`config.mk`:
```
export PLATFORM = sky130hd
export DESIGN_NAME = device_slot_table
export DESIGN_NICKNAME = d
export VERILOG_FILES = /design/src/dst_pkg.sv /design/src/dst_ctrl.sv /design/src/dst_datapath.sv /design/src/device_slot_table.sv
export SDC_FILE = /design/constraint.sdc
export NUM_CORES = 1
export LEC_CHECK = 0
export ABC_AREA = 1
export BUFFER_PORTS_ARGS = -buffer_cell sky130_fd_sc_hd__buf_2
export CORE_MARGIN = 8
export CORE_UTILIZATION = 50
export DETAILED_ROUTE_END_ITERATION = 7
export PLACE_DENSITY = 0.67
export SYNTH_ARGS = -nofsm -noshare
export SYNTH_HDL_FRONTEND = slang
export SYNTH_SLANG_ARGS = --single-unit
```
`constraint.sdc`:
```
create_clock -name clk -period 20.2 [get_ports clk]
set_input_delay 2.02 -clock clk [delete_from_list [all_inputs] [get_ports clk]]
set_output_delay 2.02 -clock clk [all_outputs]
set_load 0.02 [all_outputs]
```
`src/dst_pkg.sv`:
```
// dst_pkg: shared types, operation and status codes, and the control bundles
// that pass between the slot table controller and its datapath
// no dependencies
`default_nettype none

package dst_pkg;

	typedef logic [2:0]  func_t;
	typedef logic [2:0]  status_t;
	typedef logic [2:0]  slot_t;
	typedef logic [31:0] dev_id_t;
	typedef logic [31:0] handle_t;
	typedef logic [7:0]  dtype_t;
	typedef logic [7:0]  rank_t;
	typedef logic [3:0]  vcount_t;

	// operation codes
	localparam func_t FN_CONNECT    = 3'd0;
	localparam func_t FN_DISCONNECT = 3'd1;
	localparam func_t FN_FIND       = 3'd2;
	localparam func_t FN_GET        = 3'd3;
	localparam func_t FN_CLEAR      = 3'd4;

	// result status codes
	localparam status_t ST_CONNECTED    = 3'd0;
	localparam status_t ST_DISCONNECTED = 3'd1;
	localparam status_t ST_FOUND        = 3'd2;
	localparam status_t ST_NOT_FOUND    = 3'd3;
	localparam status_t ST_REJECTED     = 3'd4;
	localparam status_t ST_FULL         = 3'd5;

	// controller to datapath
	typedef struct packed {
		logic take;
		logic eval;
		logic decide;
		logic scan;
		logic pick;
		logic post;
	} cmd_t;

	// datapath to controller
	typedef struct packed {
		logic no_result;
		logic go_scan;
		logic go_pick;
		logic scan_hit;
		logic pend_any;
		logic out_free;
	} sts_t;

endpackage

`default_nettype wire

```
`src/dst_ctrl.sv`:
```
// dst_ctrl: sequencing state machine of the device slot table
// depends on dst_pkg
`default_nettype none

module dst_ctrl (
	input  wire logic          clk,
	input  wire logic          arst_n,
	input  wire logic          in_valid,
	output logic               in_stall,
	output dst_pkg::cmd_t      cmd,
	input  wire dst_pkg::sts_t sts
);

	typedef enum logic [5:0] {
		S_IDLE   = 6'b000001,
		S_EVAL   = 6'b000010,
		S_DECIDE = 6'b000100,
		S_SCAN   = 6'b001000,
		S_PICK   = 6'b010000,
		S_POST   = 6'b100000
	} state_t;

	state_t state_q;
	state_t state_n;

	always_comb begin
		state_n = state_q;
		cmd     = '0;
		case (state_q)
			S_IDLE: begin
				if (in_valid) begin
					cmd.take = 1'b1;
					state_n  = S_EVAL;
				end
			end
			S_EVAL: begin
				cmd.eval = 1'b1;
				state_n  = S_DECIDE;
			end
			S_DECIDE: begin
				cmd.decide = 1'b1;
				if (sts.no_result) begin
					state_n = S_IDLE;
				end else if (sts.go_scan) begin
					state_n = S_SCAN;
				end else if (sts.go_pick) begin
					state_n = S_PICK;
				end else begin
					state_n = S_POST;
				end
			end
			S_SCAN: begin
				cmd.scan = 1'b1;
				if (sts.scan_hit) begin
					state_n = S_POST;
				end
			end
			S_PICK: begin
				cmd.pick = 1'b1;
				state_n  = S_POST;
			end
			S_POST: begin
				if (sts.out_free) begin
					cmd.post = 1'b1;
					state_n  = sts.pend_any ? S_PICK : S_IDLE;
				end
			end
			default: begin
				state_n = S_IDLE;
			end
		endcase
	end

	always_ff @(posedge clk or negedge arst_n) begin
		if (!arst_n) begin
			state_q <= S_IDLE;
		end else begin
			state_q <= state_n;
		end
	end

	assign in_stall = (state_q != S_IDLE);

endmodule

`default_nettype wire

```
`src/dst_datapath.sv`:
```
// dst_datapath: slot table storage, id compare, slot picks, rank scan,
// result staging and output register
// depends on dst_pkg
`default_nettype none

module dst_datapath #(
	parameter int SLOTS = 8
) (
	input  wire logic              clk,
	input  wire logic              arst_n,
	input  wire dst_pkg::func_t    func,
	input  wire dst_pkg::dev_id_t  dev_id,
	input  wire dst_pkg::handle_t  dev_handle,
	input  wire dst_pkg::dtype_t   dev_type,
	input  wire logic              dev_console,
	input  wire dst_pkg::rank_t    rank,
	input  wire logic              out_stall,
	output logic                   out_valid,
	output dst_pkg::status_t       status,
	output dst_pkg::slot_t         slot,
	output dst_pkg::dev_id_t       entry_id,
	output dst_pkg::handle_t       entry_handle,
	output dst_pkg::dtype_t        entry_type,
	output logic                   entry_console,
	output dst_pkg::vcount_t       valid_count,
	output logic                   last,
	input  wire dst_pkg::cmd_t     cmd,
	output dst_pkg::sts_t          sts
);

	localparam int SW    = (SLOTS > 1) ? $clog2(SLOTS) : 1;
	localparam int CW    = $clog2(SLOTS + 1);
	localparam int CMP_W = (CW > 8) ? CW + 1 : 9;

	function automatic logic [SW-1:0] lowest(input logic [SLOTS-1:0] v);
		logic [SW-1:0] r;
		r = '0;
		for (int i = SLOTS - 1; i >= 0; i--) begin
			if (v[i]) begin
				r = SW'(i);
			end
		end
		return r;
	endfunction

	// request held for the whole operation
	dst_pkg::func_t   func_q;
	dst_pkg::dev_id_t id_q;
	dst_pkg::handle_t handle_q;
	dst_pkg::dtype_t  dtype_q;
	logic             cons_q;
	dst_pkg::rank_t   rank_q;

	// table control state
	logic [SLOTS-1:0] valid_q;
	logic [SLOTS-1:0] pend_q;
	logic [CW-1:0]    count_q;

	// id copies for the parallel compare
	dst_pkg::dev_id_t ids_q [SLOTS];

	// entry memory
	dst_pkg::dev_id_t mem_id     [SLOTS];
	dst_pkg::handle_t mem_handle [SLOTS];
	dst_pkg::dtype_t  mem_type   [SLOTS];
	logic             mem_cons   [SLOTS];
	dst_pkg::dev_id_t rd_id_q;
	dst_pkg::handle_t rd_handle_q;
	dst_pkg::dtype_t  rd_type_q;
	logic             rd_cons_q;

	// lookup results
	logic             match_hit_q;
	logic [SW-1:0]    match_idx_q;
	logic             free_hit_q;
	logic [SW-1:0]    free_idx_q;

	// rank scan
	logic [SW-1:0]    scan_q;
	dst_pkg::rank_t   left_q;

	// staged result
	dst_pkg::status_t stg_status_q;
	logic [SW-1:0]    stg_idx_q;
	logic             stg_has_q;
	logic             stg_fromin_q;
	logic             stg_last_q;
	logic [CW-1:0]    stg_cnt_q;

	// output register
	logic             out_valid_q;
	dst_pkg::status_t status_q;
	dst_pkg::slot_t   slot_q;
	dst_pkg::dev_id_t entry_id_q;
	dst_pkg::handle_t entry_handle_q;
	dst_pkg::dtype_t  entry_type_q;
	logic             entry_console_q;
	dst_pkg::vcount_t valid_count_q;
	logic             last_q;

	logic [SLOTS-1:0] hit_vec;
	logic [SW-1:0]    pend_low;
	logic [SLOTS-1:0] pend_rest;
	logic             rank_ok;
	logic             scan_valid;
	logic             out_free;

	logic             stg_ld;
	dst_pkg::status_t st_n;
	logic [SW-1:0]    idx_n;
	logic             has_n;
	logic             fromin_n;
	logic             last_n;
	logic [CW-1:0]    cnt_n;
	logic             rd_en;
	logic [SW-1:0]    rd_addr;
	logic             do_conn;
	logic             do_disc;
	logic             do_clear;
	logic             scan_init;
	logic             scan_adv;
	logic             left_dec;
	logic             pend_pop;

	always_comb begin
		for (int i = 0; i < SLOTS; i++) begin
			hit_vec[i] = valid_q[i] && (ids_q[i] == id_q);
		end
	end

	assign pend_low   = lowest(pend_q);
	assign pend_rest  = pend_q & ~(SLOTS'(1) << pend_low);
	assign rank_ok    = CMP_W'(rank_q) < CMP_W'(count_q);
	assign scan_valid = valid_q[scan_q];
	assign out_free   = !out_valid_q || !out_stall;

	always_comb begin
		stg_ld    = 1'b0;
		st_n      = dst_pkg::ST_NOT_FOUND;
		idx_n     = '0;
		has_n     = 1'b0;
		fromin_n  = 1'b0;
		last_n    = 1'b1;
		cnt_n     = count_q;
		rd_en     = 1'b0;
		rd_addr   = match_idx_q;
		do_conn   = 1'b0;
		do_disc   = 1'b0;
		do_clear  = 1'b0;
		scan_init = 1'b0;
		scan_adv  = 1'b0;
		left_dec  = 1'b0;
		pend_pop  = 1'b0;
		if (cmd.decide) begin
			case (func_q)
				dst_pkg::FN_CONNECT: begin
					stg_ld = 1'b1;
					if ((id_q == '0) || match_hit_q) begin
						st_n = dst_pkg::ST_REJECTED;
					end else if (free_hit_q) begin
						st_n     = dst_pkg::ST_CONNECTED;
						idx_n    = free_idx_q;
						has_n    = 1'b1;
						fromin_n = 1'b1;
						cnt_n    = count_q + CW'(1);
						do_conn  = 1'b1;
					end else begin
						st_n = dst_pkg::ST_FULL;
					end
				end
				dst_pkg::FN_DISCONNECT: begin
					stg_ld = 1'b1;
					if (match_hit_q) begin
						st_n    = dst_pkg::ST_DISCONNECTED;
						idx_n   = match_idx_q;
						has_n   = 1'b1;
						rd_en   = 1'b1;
						cnt_n   = count_q - CW'(1);
						do_disc = 1'b1;
					end
				end
				dst_pkg::FN_FIND: begin
					stg_ld = 1'b1;
					if (match_hit_q) begin
						st_n  = dst_pkg::ST_FOUND;
						idx_n = match_idx_q;
						has_n = 1'b1;
						rd_en = 1'b1;
					end
				end
				dst_pkg::FN_GET: begin
					if (rank_ok) begin
						scan_init = 1'b1;
					end else begin
						stg_ld = 1'b1;
					end
				end
				dst_pkg::FN_CLEAR: begin
					do_clear = 1'b1;
					cnt_n    = '0;
					// empty table gives a single not-found result
					if (valid_q == '0) begin
						stg_ld = 1'b1;
					end
				end
				default: begin
				end
			endcase
		end else if (cmd.scan) begin
			scan_adv = 1'b1;
			if (scan_valid) begin
				if (left_q == '0) begin
					stg_ld  = 1'b1;
					st_n    = dst_pkg::ST_FOUND;
					idx_n   = scan_q;
					has_n   = 1'b1;
					rd_en   = 1'b1;
					rd_addr = scan_q;
				end else begin
					left_dec = 1'b1;
				end
			end
		end else if (cmd.pick) begin
			stg_ld   = 1'b1;
			st_n     = dst_pkg::ST_DISCONNECTED;
			idx_n    = pend_low;
			has_n    = 1'b1;
			rd_en    = 1'b1;
			rd_addr  = pend_low;
			cnt_n    = '0;
			last_n   = (pend_rest == '0);
			pend_pop = 1'b1;
		end
	end

	// control state
	always_ff @(posedge clk or negedge arst_n) begin
		if (!arst_n) begin
			valid_q     <= '0;
			pend_q      <= '0;
			count_q     <= '0;
			out_valid_q <= 1'b0;
		end else begin
			if (do_conn) begin
				valid_q[free_idx_q] <= 1'b1;
			end
			if (do_disc) begin
				valid_q[match_idx_q] <= 1'b0;
			end
			if (do_clear) begin
				pend_q  <= valid_q;
				valid_q <= '0;
			end
			if (pend_pop) begin
				pend_q <= pend_rest;
			end
			if (do_conn || do_disc || do_clear) begin
				count_q <= cnt_n;
			end
			if (cmd.post) begin
				out_valid_q <= 1'b1;
			end else if (!out_stall) begin
				out_valid_q <= 1'b0;
			end
		end
	end

	// payload and storage
	always_ff @(posedge clk) begin
		if (cmd.take) begin
			func_q   <= func;
			id_q     <= dev_id;
			handle_q <= dev_handle;
			dtype_q  <= dev_type;
			cons_q   <= dev_console;
			rank_q   <= rank;
		end
		if (cmd.eval) begin
			match_hit_q <= |hit_vec;
			match_idx_q <= lowest(hit_vec);
			free_hit_q  <= ~&valid_q;
			free_idx_q  <= lowest(~valid_q);
		end
		if (do_conn) begin
			ids_q[free_idx_q]      <= id_q;
			mem_id[free_idx_q]     <= id_q;
			mem_handle[free_idx_q] <= handle_q;
			mem_type[free_idx_q]   <= dtype_q;
			mem_cons[free_idx_q]   <= cons_q;
		end
		if (rd_en) begin
			rd_id_q     <= mem_id[rd_addr];
			rd_handle_q <= mem_handle[rd_addr];
			rd_type_q   <= mem_type[rd_addr];
			rd_cons_q   <= mem_cons[rd_addr];
		end
		if (scan_init) begin
			scan_q <= '0;
			left_q <= rank_q;
		end
		if (scan_adv) begin
			scan_q <= scan_q + SW'(1);
		end
		if (left_dec) begin
			left_q <= left_q - 8'd1;
		end
		if (stg_ld) begin
			stg_status_q <= st_n;
			stg_idx_q    <= idx_n;
			stg_has_q    <= has_n;
			stg_fromin_q <= fromin_n;
			stg_last_q   <= last_n;
			stg_cnt_q    <= cnt_n;
		end
		if (cmd.post) begin
			status_q      <= stg_status_q;
			slot_q        <= stg_has_q ? dst_pkg::slot_t'(stg_idx_q) : '0;
			valid_count_q <= dst_pkg::vcount_t'(stg_cnt_q);
			last_q        <= stg_last_q;
			if (!stg_has_q) begin
				entry_id_q      <= '0;
				entry_handle_q  <= '0;
				entry_type_q    <= '0;
				entry_console_q <= 1'b0;
			end else if (stg_fromin_q) begin
				entry_id_q      <= id_q;
				entry_handle_q  <= handle_q;
				entry_type_q    <= dtype_q;
				entry_console_q <= cons_q;
			end else begin
				entry_id_q      <= rd_id_q;
				entry_handle_q  <= rd_handle_q;
				entry_type_q    <= rd_type_q;
				entry_console_q <= rd_cons_q;
			end
		end
	end

	always_comb begin
		sts.no_result = !((func_q == dst_pkg::FN_CONNECT) || (func_q == dst_pkg::FN_DISCONNECT) ||
			(func_q == dst_pkg::FN_FIND) || (func_q == dst_pkg::FN_GET) ||
			(func_q == dst_pkg::FN_CLEAR));
		sts.go_scan   = (func_q == dst_pkg::FN_GET) && rank_ok;
		sts.go_pick   = (func_q == dst_pkg::FN_CLEAR) && (valid_q != '0);
		sts.scan_hit  = scan_valid && (left_q == '0);
		sts.pend_any  = |pend_q;
		sts.out_free  = out_free;
	end

	assign out_valid     = out_valid_q;
	assign status        = status_q;
	assign slot          = slot_q;
	assign entry_id      = entry_id_q;
	assign entry_handle  = entry_handle_q;
	assign entry_type    = entry_type_q;
	assign entry_console = entry_console_q;
	assign valid_count   = valid_count_q;
	assign last          = last_q;

endmodule

`default_nettype wire

```
`src/device_slot_table.sv`:
```
// device_slot_table: top level of the device slot table
// depends on dst_pkg, dst_ctrl, dst_datapath
//
//   channel   handshake             payload
//   request   in_valid / in_stall   func, dev_id, dev_handle, dev_type,
//                                   dev_console, rank
//   result    out_valid / out_stall status, slot, entry_id, entry_handle,
//                                   entry_type, entry_console, valid_count, last
//
// one request at a time: connect, disconnect and find hold the request channel
// through take, id compare, decide and post; get with a rank in range adds a
// scan step per slot up to the wanted one (at most SLOTS); clear adds an entry
// read and a post per valid slot, or a single post on an empty table
// arst_n clears the valid marks, the count and the result valid flag; entry
// contents stay undefined until written
// a finished result waits in the output register while out_stall is high;
// the next request is taken once the previous result is in that register
`default_nettype none

module device_slot_table #(
	parameter int SLOTS = 8
) (
	input  wire logic              clk,
	input  wire logic              arst_n,
	// request channel
	input  wire logic              in_valid,
	output logic                   in_stall,
	input  wire dst_pkg::func_t    func,
	input  wire dst_pkg::dev_id_t  dev_id,
	input  wire dst_pkg::handle_t  dev_handle,
	input  wire dst_pkg::dtype_t   dev_type,
	input  wire logic              dev_console,
	input  wire dst_pkg::rank_t    rank,
	// result channel
	output logic                   out_valid,
	input  wire logic              out_stall,
	output dst_pkg::status_t       status,
	output dst_pkg::slot_t         slot,
	output dst_pkg::dev_id_t       entry_id,
	output dst_pkg::handle_t       entry_handle,
	output dst_pkg::dtype_t        entry_type,
	output logic                   entry_console,
	output dst_pkg::vcount_t       valid_count,
	output logic                   last
);

	dst_pkg::cmd_t cmd;
	dst_pkg::sts_t sts;

	// sequencer: one request walks idle, compare, decide, then scan or pick
	// steps where needed, and waits in post until the result register frees
	dst_ctrl u_ctrl (
		.clk      (clk),
		.arst_n   (arst_n),
		.in_valid (in_valid),
		.in_stall (in_stall),
		.cmd      (cmd),
		.sts      (sts)
	);

	// table, compare and pick logic, entry memory, result register
	dst_datapath #(
		.SLOTS (SLOTS)
	) u_dp (
		.clk           (clk),
		.arst_n        (arst_n),
		.func          (func),
		.dev_id        (dev_id),
		.dev_handle    (dev_handle),
		.dev_type      (dev_type),
		.dev_console   (dev_console),
		.rank          (rank),
		.out_stall     (out_stall),
		.out_valid     (out_valid),
		.status        (status),
		.slot          (slot),
		.entry_id      (entry_id),
		.entry_handle  (entry_handle),
		.entry_type    (entry_type),
		.entry_console (entry_console),
		.valid_count   (valid_count),
		.last          (last),
		.cmd           (cmd),
		.sts           (sts)
	);

	// a taken request closes the request channel on the next cycle
	a_take_then_busy: assert property (@(posedge clk) disable iff (!arst_n)
		(in_valid && !in_stall) |=> in_stall)
		else $error("request channel still open after a request was taken");

	// connected, rejected, full and found results always mark their result as last
	a_connect_last: assert property (@(posedge clk) disable iff (!arst_n)
		(out_valid && (status == dst_pkg::ST_CONNECTED || status == dst_pkg::ST_REJECTED ||
		status == dst_pkg::ST_FULL || status == dst_pkg::ST_FOUND)) |-> last)
		else $error("single result without last");

	// results that name no slot carry zero entry fields
	a_no_entry_zero: assert property (@(posedge clk) disable iff (!arst_n)
		(out_valid && (status == dst_pkg::ST_NOT_FOUND || status == dst_pkg::ST_REJECTED ||
		status == dst_pkg::ST_FULL)) |->
		(slot == '0 && entry_id == '0 && entry_handle == '0 && entry_type == '0 &&
		!entry_console))
		else $error("entry fields set on a result without a slot");

	// a fresh connection never stores the reserved id
	a_connect_id_nonzero: assert property (@(posedge clk) disable iff (!arst_n)
		(out_valid && status == dst_pkg::ST_CONNECTED) |-> (entry_id != '0))
		else $error("connected with id zero");

endmodule

`default_nettype wire
```
# ---- Yosys cells after proc, flatten, opt, wreduce, memory -nomap -nowiden
# Memory sizes are Yosys's and may differ from the RTL's. A register that Yosys moved wholly into a read port is not among the register bits.
# Index checks and enable logic that the tools add are counted.
# W data, S select, Z words.
dict set report totals {
  ff_bits 227
  latch_bits 0
  ram_bits 840
  mem_bits_ro 0
  inputBits 88
  out_inout_bits 86
  word_cells 249
  mem_count 5
}
# memory words word_bits read_ports rd_ports_with_merged_regs write_ports line
set mem_list {}
lappend mem_list {u_dp.ids_q 8 32 8 0 1 dst_datapath.sv:60} ;# dst_pkg::dev_id_t ids_q [SLOTS];
lappend mem_list {u_dp.mem_handle 8 32 1 1 1 dst_datapath.sv:64} ;# dst_pkg::handle_t mem_handle [SLOTS];
lappend mem_list {u_dp.mem_id 8 32 1 1 1 dst_datapath.sv:63} ;# dst_pkg::dev_id_t mem_id [SLOTS];
lappend mem_list {u_dp.mem_type 8 8 1 1 1 dst_datapath.sv:65} ;# dst_pkg::dtype_t mem_type [SLOTS];
lappend mem_list {u_dp.mem_cons 8 1 1 1 1 dst_datapath.sv:66} ;# logic mem_cons [SLOTS];
dict set report classes {
  add_sub_neg 4
  multipliers 0
  div_mod_pow 0
  magnitude_cmp 6
  eq_ne 23
  shifts 1
  n_mux 124
  n_bitwise 7
  n_reduce_logical 44
}
# op count
set ops {}
lappend ops {{$eq A32 B32 Y1} 8}
lappend ops {{$mux W3} 36}
lappend ops {{$mux W32} 2}
lappend ops {{$mux W8} 8}
lappend ops {{$mux W1} 50}
lappend ops {{$mux W6} 6}
lappend ops {{$pmux W6 S6} 1}
lappend ops {{$logic_not A32 Y1} 1}
lappend ops {{$logic_not A8 Y1} 3}
lappend ops {{$mux W4} 6}
lappend ops {{$not A8 Y8} 3}
lappend ops {{$and A8 B8 Y8} 2}
lappend ops {{$reduce_or A8 Y1} 2}
lappend ops {{$logic_and A1 B1 Y1} 13}
lappend ops {{$lt A3 B4 Y1 const B} 3}
lappend ops {{$mux W2} 6}
lappend ops {{$pmux W4 S3} 1}
lappend ops {{$pmux W3 S3} 1}
lappend ops {{$logic_or A1 B1 Y1} 8}
lappend ops {{$lt A8 B4 Y1} 1}
lappend ops {{$or A8 B8 Y8} 1}
lappend ops {{$reduce_and A8 Y1} 1}
lappend ops {{$reduce_bool A8 Y1} 1}
lappend ops {{$reduce_or A4 Y1} 2}
lappend ops {{31 further kinds} 43}

# ---- Depth between registers and ports, before layout
# Gate-level depths: netlist of the first run.
dict set report logic_depth {
  depth_word 12
  ltp_mapped 17
}

# ---- Hierarchy
# Synthesis of the first run repeated with hierarchy kept, for this count alone.
dict set report hier_totals {
  hier_cells 3539
  hier_area_um2 39076.2
}
# mod n_inst cells_each area_per_inst_um2 seq_area_each_um2
set by_module_without_submodules {}
lappend by_module_without_submodules {dst_datapath 1 3474 38629.5 26260.2}
lappend by_module_without_submodules {dst_ctrl 1 65 446.7 151.4}

# ---- Least setup slack after synthesis of the first run
# No wires, ideal clock.
dict set report synth_timing {
  path_kind {reg-to-reg}
  start {reg u_dp.id_q[7]}
  end {mem u_dp.mem_cons[0], enable pin}
  setup_ns 0.684
  arrival_time_ns 8.493
  path_slack_ns 11.023
  path_stages_with_launch 10
  n_path_buf 1
  period_less_slack_ns 9.177
  path_cell_list {edfxtp_1 buf_2 clkinv_1 nand4_1 nor2_1 nand4_1 nand4_1 inv_1 nand2_1 nor4_1}
}
dict set report synth_via {
  elab_chain_cells 7
}
# item line
set synth_rtl {}
lappend synth_rtl {{start, declared} dst_datapath.sv:48} ;# dst_pkg::dev_id_t id_q;
lappend synth_rtl {{start signal, assigned} dst_datapath.sv:272} ;# id_q <= dev_id;
lappend synth_rtl {{$logic_not A32 Y1} dst_datapath.sv:158} ;# if ((id_q == '0) || match_hit_q) begin
lappend synth_rtl {{$logic_or A1 B1 Y1} dst_datapath.sv:158}
lappend synth_rtl {{$mux W1} dst_datapath.sv:158}
lappend synth_rtl {{$mux W1} dst_datapath.sv:155} ;# case (func_q)
lappend synth_rtl {{$mux W1} dst_datapath.sv:154} ;# if (cmd.decide) begin
lappend synth_rtl {{$mux W1} dst_datapath.sv:284} ;# if (do_conn) begin
lappend synth_rtl {{$mux W1 (not written as such)} dst_datapath.sv:289} ;# mem_cons[free_idx_q] <= cons_q;
lappend synth_rtl {{end, declared} dst_datapath.sv:66}
# Every way passes these cells.

# ---- Worst setup path after layout of the first run
dict set report layout_timing {
  start {reg u_dp.id_q[25]}
  end {mem u_dp.mem_type[4][2] in the netlist's numbering, enable pin}
}
dict set report layout_via {
  elab_chain_cells 7
}
# item line
set layout_rtl {}
lappend layout_rtl {{$logic_not A32 Y1} dst_datapath.sv:158}
lappend layout_rtl {{$logic_or A1 B1 Y1} dst_datapath.sv:158}
lappend layout_rtl {{$mux W1} dst_datapath.sv:158}
lappend layout_rtl {{$mux W1} dst_datapath.sv:155}
lappend layout_rtl {{$mux W1} dst_datapath.sv:154}
lappend layout_rtl {{$mux W1} dst_datapath.sv:284}
lappend layout_rtl {{$mux W1 (not written as such)} dst_datapath.sv:288} ;# mem_type[free_idx_q] <= dtype_q;
lappend layout_rtl {{end, declared} dst_datapath.sv:65}
# Every way passes these cells.

==> results.sh, run 1 <==
export IMPL_vias=30030
export IMPL_status="finished, final reports clean"
export IMPL_ys_types=44
export IMPL_clk_latency_ns=0.67
export IMPL_leakagePower_nw=19.43
export IMPL_dp_hpwl_mm=78.54
export IMPL_drtIter0Drc=4288
export IMPL_min_path_type="reg2reg"
export IMPL_p_per_area_mw_per_mm2=103.4
export IMPL_finClkSkew_ns=0.03256
export IMPL_placed_area_mm2=0.04220
export IMPL_timing_final_crit_share=0.2348
export IMPL_initial_core_util=0.5046
export IMPL_startpoint_type="flip-flop"
export IMPL_avgRoutedWirePerCell_um=23.31
export IMPL_cp_slowest_cell="buf_4"
export IMPL_arrival_ns=5.02
export IMPL_cts_buffers=93
export IMPL_nets=4371
export IMPL_tightestPinTransition_ns=1.238
export IMPL_avgSynthCellArea_um2=9.777
export IMPL_crit_buf_inv=3
export IMPL_rsz0062_at_grt="false"
export IMPL_synth_edf_count=857
export IMPL_ios=174
export IMPL_root_buffer="clkbuf_16"
export IMPL_cts_resized=0
export IMPL_postLayoutCellArea_mm2=0.04542
export IMPL_crit_chain="clkinv_1 -> nand4_1 -> nor2_1 -> nand4_1 -> nand4_1 -> inv_1 -> nand2_1 -> nor2_4 -> buf_4"
export IMPL_critPathKind="reg2reg"
export IMPL_grtUsageMet2=0.4117
export IMPL_multi_input_area_mm2=0.01065
export IMPL_cts_max_level=3
export IMPL_ys_warn_count=0
export IMPL_fill_cells=6886
export IMPL_coreArea_mm2=0.08042
export IMPL_gp_congestion=1.029
export IMPL_die_area_mm2=0.09052
export IMPL_yosysSeqAreaShare=0.6509
export IMPL_cts_setup_buffers=0
export IMPL_cp_common_cell="nand4_1"
export IMPL_vdd_drop_max_mv=0.07880
export IMPL_synth_cells=4150
export IMPL_relSlewSlack=0.1676
export IMPL_port_buffers=173
export IMPL_cts_tree="yes"
export IMPL_syn_area_mm2=0.04058
export IMPL_critPathTopFamily="simple AND/OR/NAND/NOR gates"
export IMPL_finalHoldViolCount=0
export IMPL_setup_worst_path_end_class="flip-flop"
export IMPL_drc=0
export IMPL_finalSetupViolations=0
export IMPL_min_period_ns=4.743
export IMPL_worstPathRequired_ns=20.48
export IMPL_synth_ff_type="edfxtp_1"
export IMPL_ctsLongestPathBuffers=3
export IMPL_synthToLayoutAreaGrowth_pct=11.95
export IMPL_critPathMaxStageDelay_ns=0.91
export IMPL_cts_hold_buffers=0
export IMPL_routed_via_density=5.545
export IMPL_fin_tns_setup_ns=0
export IMPL_crit_fanout=53
export IMPL_die_h_um=300.9
export IMPL_path_depth=9
export IMPL_grt_ovfl_total=0
export IMPL_clkSinkCount=884
export IMPL_async_reset_ff_frac=0.03054
export IMPL_drive_gt1_frac=0.08730
export IMPL_die_x_um=300.9
export IMPL_final_seq_area_mm2=0.02641
export IMPL_grt_busiest_layer="met2"
export IMPL_clk_pin_slew_ns=0.06
export IMPL_met1_usage=0.3866
export IMPL_grt_first_pass_wirelength_mm=184.3
export IMPL_grt_pass1_vias=28100
export IMPL_grt_max_degree=218
export IMPL_antenna_found_initial=6
export IMPL_wl_mm=126.3
export IMPL_worstHoldPathCells=0
export IMPL_first_pass_iters=6
export IMPL_max_freq_mhz=210.9
export IMPL_rr_worst_depth=9
export IMPL_grt_use_total=0.2725
export IMPL_drv_slew=0
export IMPL_ys_ff_latch=884
export IMPL_max_cap_violations=0
export IMPL_rows=104
export IMPL_synth_nets=4246
export IMPL_met3_usage=0.05742
export IMPL_antenna_left=0
==> worst paths after layout <==
kind                                      start                  end  slack (ns)
setup reg to reg                  u_dp.id_q[25]  u_dp.mem_type[4][2]       15.46
max in group asynchronous                arst_n       u_dp.out_valid       18.39
hold / removal             u_dp.stg_status_q[1]       u_dp.status[1]        0.42
hold reg to reg            u_dp.stg_status_q[1]       u_dp.status[1]        0.42
setup / recovery                  u_dp.id_q[25]  u_dp.mem_type[4][2]       15.46
min in group asynchronous                arst_n      u_dp.count_q[3]        1.39
==> layout by cell type (no fill, tap or decap), types with 9 or more instances in the layout <==
master,count
a21oi_1,65
inv_1,680
nand4_1,42
o21ai_0,128
clkbuf_16,94
clkinv_1,33
xnor2_1,29
clkinv_2,12
nand2_1,1327
nor3_1,21
clkbuf_1,19
nor2_1,226
buf_2,173
inv_2,9
o22ai_1,103
buf_4,30
dfrtp_1,26
bufinv_16,14
nand3_1,344
edfxtp_1,857
xor2_1,24
==> cell families after synthesis <==
logic type      after synthesis  synth area share
fa+ha+maj                     8          0.002467
simple gates               1989            0.1999
xor+xnor                     53           0.01144
flops                       884            0.6509
compound gates              330           0.04629
buf+inv                     886           0.08903
==> state kept, by name, summed over array words and instances (netlist names), 6 cells and up <==
signal	count
u_dp.pend_q	8
u_dp.entry_id	32
u_ctrl.state_q	6
u_dp.left_q	8
u_dp.rd_handle_q	32
u_dp.id_q	32
u_dp.dtype_q	8
u_dp.entry_handle	32
u_dp.mem_id	224
u_dp.mem_cons	8
u_dp.rank_q	8
u_dp.valid_q	8
u_dp.rd_id_q	32
u_dp.rd_type_q	8
u_dp.ids_q	32
u_dp.mem_type	64
u_dp.handle_q	32
u_dp.mem_handle	256
u_dp.entry_type	8
==> stage by stage <==
step | total power, mW | utilization | setup slack, ns | hold WS [ns] | instances
finish | 4.696 | 0.5649 | 15.46 | 0.4222 | 5416
global route | 4.844 | 0.5648 | 15.32 | 0.4296 | 5413
CTS | 4.698 | 0.5648 | 15.57 | 0.4248 | 5413
detailed placement | 2.927 | 0.5248 | 15.60 | 0.4116 | 5240
global placement | 2.918 | 0.5248 | 15.70 | 0.4033 | 5240
floorplan | 2.674 | - | 11.02 | 0.4003 | 4150
==> synthesized netlist by cell type (2+ instances only) <==
| library cell | instances | share of area |
|---|---|---|
| nand3_1 | 344 | 0.042 |
| nor4_1 | 10 | 0.0015 |
| clkinv_1 | 17 | 0.0016 |
| nor2_2 | 2 | 0.00031 |
| dfrtp_1 | 26 | 0.016 |
| nor3_1 | 22 | 0.0027 |
| o21ai_0 | 128 | 0.016 |
| buf_1 | 3 | 0.00028 |
| o22ai_1 | 103 | 0.016 |
| inv_2 | 9 | 0.00083 |
| o21a_1 | 2 | 0.00037 |
| nand4_1 | 42 | 0.0065 |
| buf_2 | 103 | 0.013 |
| buf_4 | 16 | 0.0030 |
| edfxtp_1 | 857 | 0.63 |
| clkbuf_1 | 40 | 0.0037 |
| o211ai_1 | 7 | 0.0013 |
| a21boi_0 | 2 | 0.00037 |
| a31oi_1 | 2 | 0.00031 |
| nor2_1 | 229 | 0.021 |
| a21oi_1 | 66 | 0.0081 |
| xnor2_1 | 29 | 0.0063 |
| buf_6 | 13 | 0.0036 |
| o221ai_1 | 6 | 0.0013 |
| nand3b_1 | 2 | 0.00037 |
| inv_1 | 685 | 0.063 |
| xor2_1 | 24 | 0.0052 |
| ha_1 | 8 | 0.0025 |
| nand2_2 | 4 | 0.00062 |
| nand2_1 | 1330 | 0.12 |
| o31ai_1 | 3 | 0.00056 |
| a221oi_1 | 4 | 0.00086 |
==> routing by layer <==
metal / wire length (um) / vias to the layer above
li1: - / 13790
met1: 51590 / 14310
met2: 55890 / 1697
met3: 14160 / 229
met4: 4598 / 2
met5: 13 / -
==> area by class of cell <==
cell class / count / area share
diodes: 3 / 0.0001653
clock buffers: 114 / 0.05366
clock inverters: 59 / 0.01713
inverters: 711 / 0.05906
multi-input cells: 2380 / 0.2345
flip-flops and latches: 884 / 0.5814
well taps: 1060 / 0.02920
repair buffers: 205 / 0.02490
==> where the power goes <==
| group | switching [mW] | total (mW) | internal (mW) |
|---|---|---|---|
| clock network | 0.740 | 1.79 | 1.05 |
| logic | 0.471 | 0.632 | 0.161 |
| registers | 0.121 | 2.28 | 2.16 |
| total | 1.33 | 4.70 | 3.36 |
No activity file was read; power rests on OpenSTA's default activity.
==> run 2, diff against run 1 <==
Settings changed: PLACE_DENSITY 0.67 to 0.69.
Clock period 20.2 ns to 3.9 ns, I/O delays scaled along.
==> run 2 against run 1 <==
Effect of this change: power increased to 5.2 times the previous value; largest power group unchanged; register-to-register slack worse by 15 ns; clock skew is 0.0020 ns lower; final cell count grew 2.8%; clock power rose to 5.0 times the previous value; critical endpoint is now u_dp.mem_id[7][30]; worst setup slack worse by 15 ns; global-route usage up 0.13 points; via count up 2.6%.
==> results.sh, run 2 (synthesis gave the netlist of run 1 again) <==
export IMPL_layout_cells_non_filler=5570
export IMPL_highest_layer="met5"
export IMPL_tightestPinTransition_ns=1.116
export IMPL_cp_common_cell="nand4_1"
export IMPL_dp_slack_ns=0.5892
export IMPL_postLayoutCellArea_mm2=0.04705
export IMPL_top_regs="u_dp.mem_handle: 256 flops, u_dp.mem_id: 224 flops, u_dp.mem_type: 64 flops"
export IMPL_largest_register="u_dp.mem_handle"
export IMPL_drc=0
export IMPL_drtIter0Drc=3971
export IMPL_p_per_area_mw_per_mm2=519.4
export IMPL_crit_fanout=73
export IMPL_cts_resized=0
export IMPL_rsz0062_at_grt="false"
export IMPL_fin_tns_setup_ns=0
export IMPL_port_buffers=173
export IMPL_coreArea_mm2=0.08042
export IMPL_wl_mm=126.7
export IMPL_critPathKind="reg2reg"
export IMPL_status="finished, final reports clean"
export IMPL_wl_met2_mm=55.88
export IMPL_grt_pass1_vias=28800
export IMPL_ios=174
export IMPL_relSlewSlack=0.2559
export IMPL_antenna_left=0
export IMPL_min_path_type="in2reg"
export IMPL_die_h_um=300.9
export IMPL_cts_tree="yes"
export IMPL_finalSetupViolations=0
export IMPL_max_cap_violations=0
export IMPL_critPathTopFamily="simple AND/OR/NAND/NOR gates"
export IMPL_drv_slew=0
export IMPL_mostFrequentLayoutCell="nand2_1"
export IMPL_finalHoldViolCount=0
export IMPL_cts_setup_buffers=0
export IMPL_setup_worst_path_end_class="flip-flop"
export IMPL_die_area_mm2=0.09052
export IMPL_startpoint_type="flip-flop"
export IMPL_critPathMaxStageDelay_ns=0.74
export IMPL_vdd_drop_max_mv=0.4326
export IMPL_final_cell_mix="1326 x nand2_1, 857 x edfxtp_1, 668 x inv_1, 344 x nand3_1, 226 x nor2_1"
export IMPL_clk_pin_slew_ns=0.06
export IMPL_cp_slowest_cell="edfxtp_1"
export IMPL_cts_max_level=3
export IMPL_leakagePower_nw=20.22
export IMPL_initial_core_util=0.5046
export IMPL_grt_first_pass_wirelength_mm=186.9
export IMPL_finClkSkew_ns=0.03052
export IMPL_avgRoutedWirePerCell_um=22.74
export IMPL_clk_latency_ns=0.67
export IMPL_antenna_diode_count=0
export IMPL_nets=4526
export IMPL_grt_max_degree=107
export IMPL_synthToLayoutAreaGrowth_pct=15.95
export IMPL_max_freq_mhz=297.6
export IMPL_p_total_mw=24.44
export IMPL_wl_met1_mm=51.33
export IMPL_grt_use_total=0.2739
export IMPL_first_pass_iters=8
export IMPL_wl_met3_mm=14.59
export IMPL_gp_congestion=1.007
export IMPL_layout_setup_ws_ns=0.5398
export IMPL_rows=104
export IMPL_die_x_um=300.9
export IMPL_min_period_ns=3.360
export IMPL_vias=30820
export IMPL_placed_area_mm2=0.04310
export IMPL_crit_chain="clkinv_4 -> nand4_1 -> nor2_1 -> nand4_1 -> nand4_1 -> nor2_1 -> nand4_1 -> inv_4 -> buf_12"
export IMPL_dp_hpwl_mm=81.58
export IMPL_grt_ovfl_total=0
export IMPL_timing_final_crit_share=0.8616
export IMPL_ctsLongestPathBuffers=3
export IMPL_root_buffer="clkbuf_16"
export IMPL_crit_buf_inv=3
export IMPL_largest_reg_flops=256
export IMPL_arrival_ns=3.65
export IMPL_placed_cells=5307
export IMPL_cts_buffers=95
export IMPL_worstPathRequired_ns=4.19
export IMPL_clkSinkCount=884
export IMPL_routed_via_density=5.533
export IMPL_drive_gt1_frac=0.1062
export IMPL_antenna_found_initial=3
==> run 2: cell count changes in the layout (fill, tap and decap cells not counted), moves of 3 or more <==
cell / change
diode_2: -3
inv_2: +12
buf_4: +44
clkinv_2: +13
clkinv_4: +12
inv_1: -12
buf_12: +23
bufinv_16: -5
clkinv_1: -13
dlygate4sd3_1: +86
==> run 2: where the power goes <==
| group | internal, mW | leakage (nW) | switching (mW) |
|---|---|---|---|
| clock | 5.11 | 1.51 | 3.88 |
| sequential | 11.2 | 8.10 | 0.411 |
| combinational | 1.05 | 10.6 | 2.82 |
==> run 2: timing repair <==
action	4_1_cts	5_1_grt
setup endpoints to repair	0	0
hold endpoints to repair	111	0
hold buffers	86	0
==> run 2: path summary, 6_finish.rpt <==
path / from / to / slack [ns] / cells past startpoint
setup / recovery: u_dp.id_q[14] / u_dp.mem_id[7][30] / 0.54 / 9
hold / removal: in_valid / u_ctrl.state_q[1] / 0.04 / 3
setup reg to reg: u_dp.id_q[14] / u_dp.mem_id[7][30] / 0.54 / 9
hold reg to reg: u_dp.stg_cnt_q[2] / u_dp.valid_count[2] / 0.42 / 0
max in group asynchronous: arst_n / u_dp.pend_q[0] / 3.14 / 2
min in group asynchronous: arst_n / u_ctrl.state_q[1] / 0.30 / 2
==> run 2: worst reg2reg max path: stages, from the launching register on <==
cell	delay [ns]
edfxtp_1	0.74
clkinv_4	0.19
nand4_1	0.17
nor2_1	0.07
nand4_1	0.20
nand4_1	0.39
nor2_1	0.40
nand4_1	0.23
inv_4	0.11
buf_12	0.45
==> run 2: metal layers <==
metal,track usage,vias up
met2,0.4138,1871
met3,0.05871,286
met5,0,-
met4,0.1003,6
li1,-,14080
met1,0.3895,14570
==> run 2: area by class of cell <==
class	instances	area, um^2
clock inverter	65	643.1
timing repair buffer	358	2783
multi-input combinational	2380	10680
sequential	884	26410
fill	6707	33370
inverter	711	2760
clock buffer	112	2441
tap	1060	1326
==> run 2: metrics by stage <==
| step | hold slack (ns) | util |
|---|---|---|
| floorplan | 0.09441 | - |
| global placement | 0.4008 | 0.5360 |
| detailed placement | 0.4052 | 0.5360 |
| CTS | 0.01515 | 0.5850 |
| global route | 0.06381 | 0.5850 |
| finish | 0.03977 | 0.5850 |
